File: src/hdl/qs_pkg.sv
// qs_pkg: shared types and constants for the quicksort engine.
// Depends on nothing; used by quicksort_engine and the testbench.
package qs_pkg;

  typedef struct packed {
    logic signed [31:0] item_value;
    logic               last_in;
  } in_word_t;

  typedef struct packed {
    logic signed [31:0] sorted_value;
    logic               last_out;
    logic [10:0]        comparison_count;
    logic               overflow;
  } out_word_t;

  localparam logic [15:0] LFSR_TAPS = 16'hB400;
  localparam logic [10:0] COUNT_MAX = 11'd2047;

  localparam logic REG_PIVOT_MODE = 1'b0;
  localparam logic REG_SEED       = 1'b1;

  typedef enum logic [4:0] {
    ST_LOAD,
    ST_POP,
    ST_POP_WAIT,
    ST_RND,
    ST_MOD,
    ST_SWAP_RD,
    ST_SWAP_WAIT,
    ST_SWAP_WA,
    ST_SWAP_WB,
    ST_PIV_RD,
    ST_PIV_WAIT,
    ST_CMP_RD,
    ST_CMP_WAIT,
    ST_CMP_DO,
    ST_CMP_SWAP,
    ST_FIN_RD,
    ST_FIN_WAIT,
    ST_FIN_WA,
    ST_FIN_WB,
    ST_PUSH_R,
    ST_PUSH_L,
    ST_OUT_RD,
    ST_OUT_EMIT
  } state_t;

endpackage

File: src/hdl/qs_ram.sv
// qs_ram: generic single-port RAM with registered read.
// Depends on nothing.
module qs_ram #(
  parameter int WIDTH = 32,
  parameter int DEPTH = 64
) (
  input  logic                     clk,
  input  logic                     we,
  input  logic [$clog2(DEPTH)-1:0] addr,
  input  logic [WIDTH-1:0]         wdata,
  output logic [WIDTH-1:0]         rdata
);

  logic [WIDTH-1:0] mem [DEPTH];

  always_ff @(posedge clk) begin
    if (we) begin
      mem[addr] <= wdata;
    end
    rdata <= mem[addr];
  end

endmodule

File: src/hdl/quicksort_engine.sv
// quicksort_engine: top level of the quicksort sorter.
// Depends on qs_pkg and qs_ram.
//
// Values are loaded one word per cycle: a word is taken at an edge where start is
// high and busy is low. A word with last_in high starts an in-place Lomuto
// quicksort over a single-port value RAM, with a second RAM holding the stack of
// index ranges. busy stays high from that edge until the final sorted word has
// been sent. In random pivot mode each range adds an LFSR step, a bitwise
// remainder and the pivot swap. The sorted words then leave on out_valid; the
// receiver cannot stall them. Already ordered input (with the fixed last-element
// pivot) and all-equal input are the slowest cases.
module quicksort_engine #(
  parameter int MAX_ITEMS = 64
) (
  input  logic                clk,
  input  logic                rst,
  input  logic                start,
  output logic                busy,
  input  qs_pkg::in_word_t    in_word,
  output logic                out_valid,
  output qs_pkg::out_word_t   out_word,
  input  logic                psel,
  input  logic                penable,
  input  logic                pwrite,
  input  logic [2:0]          paddr,
  input  logic [31:0]         pwdata,
  output logic [31:0]         prdata,
  output logic                pready
);

  localparam int AW = $clog2(MAX_ITEMS);
  localparam int CW = AW + 1;
  localparam int TW = CW + 17;
  localparam logic [2:0] ADDR_PIVOT_MODE = {qs_pkg::REG_PIVOT_MODE, 2'b00};
  localparam logic [2:0] ADDR_SEED       = {qs_pkg::REG_SEED, 2'b00};

  // configuration registers
  logic        pivot_mode;
  logic [15:0] random_seed;
  logic        cfg_we;

  assign pready = 1'b1;
  assign cfg_we = psel && penable && pwrite && pready;

  always_ff @(posedge clk) begin
    if (rst) begin
      pivot_mode  <= 1'b0;
      random_seed <= 16'd1;
    end else if (cfg_we) begin
      if (paddr == ADDR_PIVOT_MODE) begin
        pivot_mode <= pwdata[0];
      end
      if (paddr == ADDR_SEED) begin
        random_seed <= pwdata[15:0];
      end
    end
  end

  always_comb begin
    case (paddr)
      ADDR_PIVOT_MODE: prdata = {31'd0, pivot_mode};
      ADDR_SEED:       prdata = {16'd0, random_seed};
      default:         prdata = 32'd0;
    endcase
  end

  // state
  qs_pkg::state_t state, state_next;
  logic [CW-1:0]  item_count;
  logic [10:0]    compare_total;
  logic           overflow_seen;
  logic [15:0]    lfsr;
  logic [CW-1:0]  depth;
  logic [AW-1:0]  lo, hi, jj, ii, pp, pick;
  logic           i_valid;          // i = low-1 is represented by i_valid=0
  logic signed [31:0] pivot, tmp_a;
  logic [AW-1:0]  out_k;
  // modulo unit
  logic [15:0]    mod_rem;
  logic [CW-1:0]  mod_size;
  logic [4:0]     mod_bit;

  // value RAM port
  logic          v_we;
  logic [AW-1:0] v_addr;
  logic [31:0]   v_wdata, v_rdata;
  // stack RAM port
  logic          s_we;
  logic [AW-1:0] s_addr;
  logic [2*AW-1:0] s_wdata, s_rdata;

  qs_ram #(.WIDTH(32), .DEPTH(MAX_ITEMS)) u_vals (
    .clk(clk), .we(v_we), .addr(v_addr), .wdata(v_wdata), .rdata(v_rdata));
  qs_ram #(.WIDTH(2*AW), .DEPTH(MAX_ITEMS)) u_stack (
    .clk(clk), .we(s_we), .addr(s_addr), .wdata(s_wdata), .rdata(s_rdata));

  logic accept;
  assign busy   = (state != qs_pkg::ST_LOAD);
  assign accept = start && !busy;

  // values stored once the current word lands
  logic [CW-1:0] load_count;
  assign load_count = (item_count < CW'(MAX_ITEMS)) ? item_count + 1'b1 : item_count;

  logic [AW-1:0] ii_next;
  assign ii_next = i_valid ? ii + 1'b1 : lo;
  logic le;
  assign le = $signed(v_rdata) <= pivot;
  logic [15:0] lfsr_step;
  assign lfsr_step = lfsr[0] ? ((lfsr >> 1) ^ qs_pkg::LFSR_TAPS) : (lfsr >> 1);
  logic [TW-1:0] mod_trial;
  assign mod_trial = TW'(mod_rem) - (TW'(mod_size) << mod_bit);

  // next state and memory port control
  always_comb begin
    state_next = state;
    v_we = 1'b0; v_addr = jj; v_wdata = v_rdata;
    s_we = 1'b0; s_addr = depth[AW-1:0]; s_wdata = {lo, hi};
    case (state)
      qs_pkg::ST_LOAD: begin
        v_addr = item_count[AW-1:0];
        v_wdata = in_word.item_value;
        v_we = accept && item_count < CW'(MAX_ITEMS);
        // first range {0, n-1} goes onto the stack
        s_wdata = {{AW{1'b0}}, AW'(load_count - 1'b1)};
        s_we = accept && in_word.last_in;
        if (accept && in_word.last_in) begin
          state_next = qs_pkg::ST_POP;
        end
      end
      qs_pkg::ST_POP: begin
        s_addr = depth[AW-1:0] - 1'b1;
        state_next = (depth == '0) ? qs_pkg::ST_OUT_RD : qs_pkg::ST_POP_WAIT;
      end
      qs_pkg::ST_POP_WAIT: state_next = pivot_mode ? qs_pkg::ST_RND : qs_pkg::ST_PIV_RD;
      qs_pkg::ST_RND: state_next = qs_pkg::ST_MOD;
      qs_pkg::ST_MOD: if (mod_bit == 5'd0) state_next = qs_pkg::ST_SWAP_RD;
      qs_pkg::ST_SWAP_RD: begin
        v_addr = pick;
        state_next = qs_pkg::ST_SWAP_WAIT;
      end
      qs_pkg::ST_SWAP_WAIT: begin
        v_addr = hi;
        state_next = qs_pkg::ST_SWAP_WA;
      end
      qs_pkg::ST_SWAP_WA: begin
        v_addr = pick; v_we = 1'b1; v_wdata = v_rdata;
        state_next = qs_pkg::ST_SWAP_WB;
      end
      qs_pkg::ST_SWAP_WB: begin
        v_addr = hi; v_we = 1'b1; v_wdata = tmp_a;
        state_next = qs_pkg::ST_PIV_RD;
      end
      qs_pkg::ST_PIV_RD: begin
        v_addr = hi; state_next = qs_pkg::ST_PIV_WAIT;
      end
      qs_pkg::ST_PIV_WAIT: state_next = qs_pkg::ST_CMP_RD;
      qs_pkg::ST_CMP_RD: begin
        v_addr = jj;
        state_next = (jj == hi) ? qs_pkg::ST_FIN_RD : qs_pkg::ST_CMP_WAIT;
      end
      qs_pkg::ST_CMP_WAIT: begin
        // rdata holds a[j]; on a swap fetch a[i+1]
        v_addr = ii_next;
        state_next = le ? qs_pkg::ST_CMP_DO : qs_pkg::ST_CMP_RD;
      end
      qs_pkg::ST_CMP_DO: begin
        // rdata holds a[i+1]; it goes to slot j
        v_addr = jj; v_we = 1'b1; v_wdata = v_rdata;
        state_next = qs_pkg::ST_CMP_SWAP;
      end
      qs_pkg::ST_CMP_SWAP: begin
        // a[j] goes to slot i+1
        v_addr = ii_next; v_we = 1'b1; v_wdata = tmp_a;
        state_next = qs_pkg::ST_CMP_RD;
      end
      qs_pkg::ST_FIN_RD: begin
        v_addr = ii_next; state_next = qs_pkg::ST_FIN_WAIT;
      end
      qs_pkg::ST_FIN_WAIT: begin
        v_addr = ii_next; state_next = qs_pkg::ST_FIN_WA;
      end
      qs_pkg::ST_FIN_WA: begin
        v_addr = hi; v_we = 1'b1; v_wdata = v_rdata;
        state_next = qs_pkg::ST_FIN_WB;
      end
      qs_pkg::ST_FIN_WB: begin
        v_addr = pp; v_we = 1'b1; v_wdata = pivot;
        state_next = qs_pkg::ST_PUSH_R;
      end
      qs_pkg::ST_PUSH_R: begin
        s_wdata = {pp + 1'b1, hi};
        s_we = (pp < hi) && (pp + 1'b1 != hi);
        state_next = qs_pkg::ST_PUSH_L;
      end
      qs_pkg::ST_PUSH_L: begin
        s_wdata = {lo, pp - 1'b1};
        s_we = (pp > lo) && (pp - 1'b1 != lo);
        state_next = qs_pkg::ST_POP;
      end
      qs_pkg::ST_OUT_RD: begin
        v_addr = out_k;
        state_next = (item_count == '0) ? qs_pkg::ST_LOAD : qs_pkg::ST_OUT_EMIT;
      end
      qs_pkg::ST_OUT_EMIT: begin
        v_addr = out_k;
        state_next = (CW'(out_k) + 1'b1 == item_count) ? qs_pkg::ST_LOAD
                                                        : qs_pkg::ST_OUT_RD;
      end
      default: state_next = qs_pkg::ST_LOAD;
    endcase
  end

  // output word
  assign out_valid = (state == qs_pkg::ST_OUT_EMIT);
  always_comb begin
    out_word.sorted_value     = v_rdata;
    out_word.last_out         = (CW'(out_k) + 1'b1 == item_count);
    out_word.comparison_count = compare_total;
    out_word.overflow         = overflow_seen;
  end

  // datapath registers
  always_ff @(posedge clk) begin
    if (rst) begin
      state         <= qs_pkg::ST_LOAD;
      item_count    <= '0;
      compare_total <= '0;
      overflow_seen <= 1'b0;
      lfsr          <= 16'd1;
      depth         <= '0;
      out_k         <= '0;
    end else begin
      state <= state_next;
      case (state)
        qs_pkg::ST_LOAD: begin
          if (accept) begin
            if (item_count < CW'(MAX_ITEMS)) item_count <= item_count + 1'b1;
            else overflow_seen <= 1'b1;
            if (in_word.last_in) begin
              lfsr  <= (random_seed == 16'd0) ? 16'd1 : random_seed;
              out_k <= '0;
              // sorting is needed only with two or more stored values
              depth <= (load_count >= CW'(2)) ? CW'(1) : '0;
            end
          end
        end
        qs_pkg::ST_POP: if (depth != '0) depth <= depth - 1'b1;
        qs_pkg::ST_RND: lfsr <= lfsr_step;
        qs_pkg::ST_CMP_WAIT: if (compare_total != qs_pkg::COUNT_MAX)
          compare_total <= compare_total + 1'b1;
        qs_pkg::ST_PUSH_R: if (s_we) depth <= depth + 1'b1;
        qs_pkg::ST_PUSH_L: if (s_we) depth <= depth + 1'b1;
        qs_pkg::ST_OUT_RD: if (item_count == '0) begin
          compare_total <= '0; overflow_seen <= 1'b0;
        end
        qs_pkg::ST_OUT_EMIT: begin
          out_k <= out_k + 1'b1;
          if (CW'(out_k) + 1'b1 == item_count) begin
            item_count <= '0; compare_total <= '0; overflow_seen <= 1'b0;
          end
        end
        default: ;
      endcase
    end
  end

  // payload registers (no reset)
  always_ff @(posedge clk) begin
    case (state)
      qs_pkg::ST_POP_WAIT: begin
        // range popped from the stack
        {lo, hi} <= s_rdata;
        jj <= s_rdata[2*AW-1:AW];
        i_valid <= 1'b0;
      end
      qs_pkg::ST_RND: begin
        mod_rem  <= lfsr_step;
        mod_size <= CW'(hi - lo) + 1'b1;
        mod_bit  <= 5'd15;
      end
      qs_pkg::ST_MOD: begin
        if (!mod_trial[TW-1]) mod_rem <= mod_trial[15:0];
        if (mod_bit != 5'd0) mod_bit <= mod_bit - 1'b1;
        else pick <= lo + AW'(mod_trial[TW-1] ? mod_rem : mod_trial[15:0]);
      end
      qs_pkg::ST_SWAP_WAIT: tmp_a <= v_rdata;
      qs_pkg::ST_PIV_WAIT: pivot <= v_rdata;
      qs_pkg::ST_CMP_WAIT: begin
        tmp_a <= v_rdata;
        if (!le) jj <= jj + 1'b1;
      end
      qs_pkg::ST_CMP_SWAP: begin
        ii <= ii_next; i_valid <= 1'b1;
        jj <= jj + 1'b1;
      end
      qs_pkg::ST_FIN_RD: pp <= ii_next;
      default: ;
    endcase
  end

endmodule

File: config.mk
export PLATFORM = sky130hd
export DESIGN_NAME = quicksort_engine
export DESIGN_NICKNAME = d
export VERILOG_FILES = /design/src/hdl/qs_pkg.sv /design/src/hdl/qs_ram.sv /design/src/hdl/quicksort_engine.sv
export SDC_FILE = /design/constraint.sdc
export NUM_CORES = 2
export LEC_CHECK = 0
export ABC_AREA = 1
export ABC_CLOCK_PERIOD_IN_PS = 7100
export BUFFER_PORTS_ARGS = -buffer_cell sky130_fd_sc_hd__buf_2
export CAP_MARGIN = 0
export CORE_MARGIN = 3
export CORE_UTILIZATION = 44
export CTS_CLUSTER_DIAMETER = 40
export CTS_CLUSTER_SIZE = 40
export DETAILED_ROUTE_END_ITERATION = 16
export SKIP_LAST_GASP = 1
export SYNTH_ARGS = -nofsm -noshare
export SYNTH_HDL_FRONTEND = slang
export SYNTH_SLANG_ARGS = --single-unit
File: constraint.sdc
create_clock -name clk -period 7.1 [get_ports clk]
set_clock_uncertainty 0.1 [all_clocks]
set_input_delay 0.71 -clock clk [delete_from_list [all_inputs] [get_ports clk]]
set_output_delay 0.71 -clock clk [all_outputs]
set_load 0.02 [all_outputs]
==> results.tsv <==
stage	metric	value	unit
cells_and_area	drive_gt1_frac	0.103	
timing	setup-tns-final	0	ns
floorplanning	die_h	550	µm
cts	cts.sinks	3059	
timing	fmax	187	MHz
placed_design	pre_cts_ws	1.87	ns
cells_and_area	nets	12664	
timing	fin_crit	5.35	ns
logic_synthesis	synth_top_area_frac	0.678	
routing	drt-vias-per-instance	5.48	
global_route	track_usage	0.254	
timing	fin_ws	1.75	ns
timing	holdWs	0.0952	ns
logic_synthesis	yosysWarningCount	0	
timing	rsz0062_at_grt	no	
min_path	hold_path_class	primary input to flip-flop	
global_route	grt_max_degree	174	
routing	drc	0	
cells_and_area	syn_to_final_growth	16.4	%
logic_synthesis	synth_edf_count	2945	
global_route	grt_pass1_wl	579	mm
critical_path	critPathRequiredTime	7.56	ns
critical_path	crit_fanout	22	
routing	dr.pass1.iters	8	
routing	drt_first_iter_violations	10807	
logic_synthesis	yosys_most_used_dff	edfxtp_1	
status	status	finished, final reports clean	
logic_synthesis	syn-instance-count	12316	
cells_and_area	fin_util	0.515	
critical_path	max_stage_delay	0.78	ns
placed_design	place.gp.congestion	0.886	
logic_synthesis	yosysUniqueCellTypes	56	
critical_path	cp.arrival	5.81	ns
logic_synthesis	synthTopCellsByArea	edfxtp_1 68%, nand2_1 17%, nand3_1 4.5%, dfxtp_1 1.7%, buf_2 1.6%	
timing	maxSlewViolCount	0	
cts	clkTransAtPathRegs	0.05	ns
critical_path	critPathTopFamily	simple AND/OR/NAND/NOR gates	
timing	setup_viol	0	
routing	vias	92063	
logic_synthesis	yosys.area_share.simple	0.237	
logic_synthesis	synthXorXnorAreaFrac	0.00449	
timing	hold_violations	0	
logic_synthesis	yosysTopAreaCell	edfxtp_1	
logic_synthesis	synth.avg_cell_area	10.6	µm²
timing	period_share	0.753	
logic_synthesis	seq_area_frac_synth	0.696	
critical_path	crit_buf_inv	5	
logic_synthesis	synth-compound-area-share	0.0209	
timing	tightestPinTransition	1.31	ns
floorplanning	pin_count	154	
global_route	grt_pass1_vias	88599	
cts	htree_num_levels	5	
floorplanning	rows	199	
critical_path	worstSetupEndpointType	flip-flop	
job	drv_cap	0	
logic_synthesis	synth_mux_area_frac	0.0000863	
critical_path	crit_top_cell	buf_4	
routing	drt-total-wl	395	mm
routing	routedWlPerCell	23.5	µm
cts	cts_tree	yes	
placed_design	port_buffers	120	
logic_synthesis	synth_fa_ha_area_frac	0.00963	
cts	cts-root-buf	clkbuf_16	
logic_synthesis	netlist_area	0.130	mm²
critical_path	critPathKind	flip-flop to flip-flop	
global_route	antenna_found_initial	12	
routing	ant_nets	0	
critical_path	path_cells	inv_2 > nand3_1 > buf_4 > nand2_1 > nor2_1 > nand3_4 > nand3_4 > nand2_4 > inv_2 > nand4_1 > buf_4 > nor2_4 > buf_4	
cts	post-cts-setup-buffers	0	
floorplanning	initial_core_util	0.443	
critical_path	r2r_slack	1.75	ns
critical_path	critPathLaunchType	flip-flop	
floorplanning	core	0.295	mm²
floorplanning	dieArea	0.303	mm²
placed_design	detailed_place_hpwl	225	mm
floorplanning	die_w	550	µm
logic_synthesis	async_reset_ff_frac	0	
critical_path	critPathSlowestCell	nor2_4	
logic_synthesis	synth_top_family_by_area	simple AND/OR/NAND/NOR gates	
cts	cts_buffers	429	
logic_synthesis	ys_ff_latch	3059	
global_route	grt_overflow_total	0	
cts	clk_latency	0.96	ns
cts	clk_path_buf_depth	4	
logic_synthesis	yosysMostFrequentCell	nand2_1	
timing	slew_headroom	0.124	
logic_synthesis	synth_common_cells	5899 x nand2_1, 2945 x edfxtp_1, 1178 x nand3_1	
[cell type report]
class	count	area, µm²
Fill cell	25411	143000
Sequential cell	3059	90700
Multi-Input combinational cell	8332	36700
Clock buffer	470	11000
Tap cell	3919	4900
Clock inverter	333	4230
Timing Repair Buffer	414	3210
Inverter	256	983
Antenna cell	8	20.0
[per-layer routing]
layer  routed length (µm)  part of all wire  track usage
met1               157000              0.40        0.336
met5                   27          0.000068            0
met4                20800             0.052        0.124
met2               188000              0.47        0.417
met3                30200             0.076       0.0315
[worst reg2reg max path, cell delays in order (launching register included)]
cell     delay [ns]
dfxtp_1        0.59
inv_2          0.19
nand3_1        0.13
buf_4          0.22
nand2_1        0.10
nor2_1         0.32
nand3_4        0.22
nand3_4        0.39
nand2_4        0.32
inv_2          0.34
nand4_1        0.54
buf_4          0.42
nor2_4         0.78
buf_4          0.36
[path summary, 6_finish.rpt]
kind | from | endpoint | cells after the start
setup / recovery | state[4] | u_vals.mem[57][25] | 13
hold / removal | penable | random_seed[0] | 4
setup reg to reg | state[4] | u_vals.mem[57][25] | 13
hold reg to reg | u_stack.rdata[5] | hi[5] | 0
[registers in the layout, summed over array words and instances, names as in the netlist, 7 cells and up]
| name | count |
|---|---|
| random_seed | 16 |
| depth | 7 |
| compare_total | 11 |
| u_vals.rdata | 32 |
| mod_rem | 16 |
| u_vals.mem | 2048 |
| u_stack.mem | 768 |
| pivot | 32 |
| u_stack.rdata | 12 |
| item_count | 7 |
| lfsr | 16 |
| tmp_a | 32 |
| mod_size | 7 |
[cell usage in the layout (no fill, tap or decap), types with 21 or more instances in the layout]
cell,Yosys,routed
a21oi_1,118,117
a22oi_1,79,79
buf_12,0,29
buf_2,413,120
buf_4,28,249
bufinv_16,0,65
clkbuf_1,211,33
clkbuf_16,0,431
clkinv_1,2,35
clkinv_2,0,58
clkinv_4,0,44
clkinvlp_4,0,45
dfxtp_1,114,114
edfxtp_1,2945,2945
ha_1,94,94
inv_1,226,225
inv_2,28,21
inv_6,0,53
inv_8,0,21
nand2_1,5899,5898
nand3_1,1178,1146
nand4_1,166,166
nor2_1,360,288
nor2_4,6,77
nor3_1,32,30
o21ai_0,161,160
o21ai_1,31,31
xor2_1,47,47
[kinds of logic after synthesis]
logic type      after synthesis
simple gates               7685
flops                      3059
buf+inv                     940
compound gates              465
fa+ha+maj                    98
xor+xnor                     66
other cells                   2
mux                           1
[per-stage QoR]
stage	std cells	instance area, µm²
finish	16791	152000
CTS	16783	152000
global route	16785	152000
floorplan	12331	130000
global placement	15964	136000
detailed placement	15964	136000
[what timing repair did]
item                      in CTS  in global routing
gates resized for setup        0                  0
hold buffers                  16                  0
hold endpoints to repair      16                  0
Power is not shown: default switching activity piles up to over one toggle a cycle in this logic, so the estimate is an artifact.
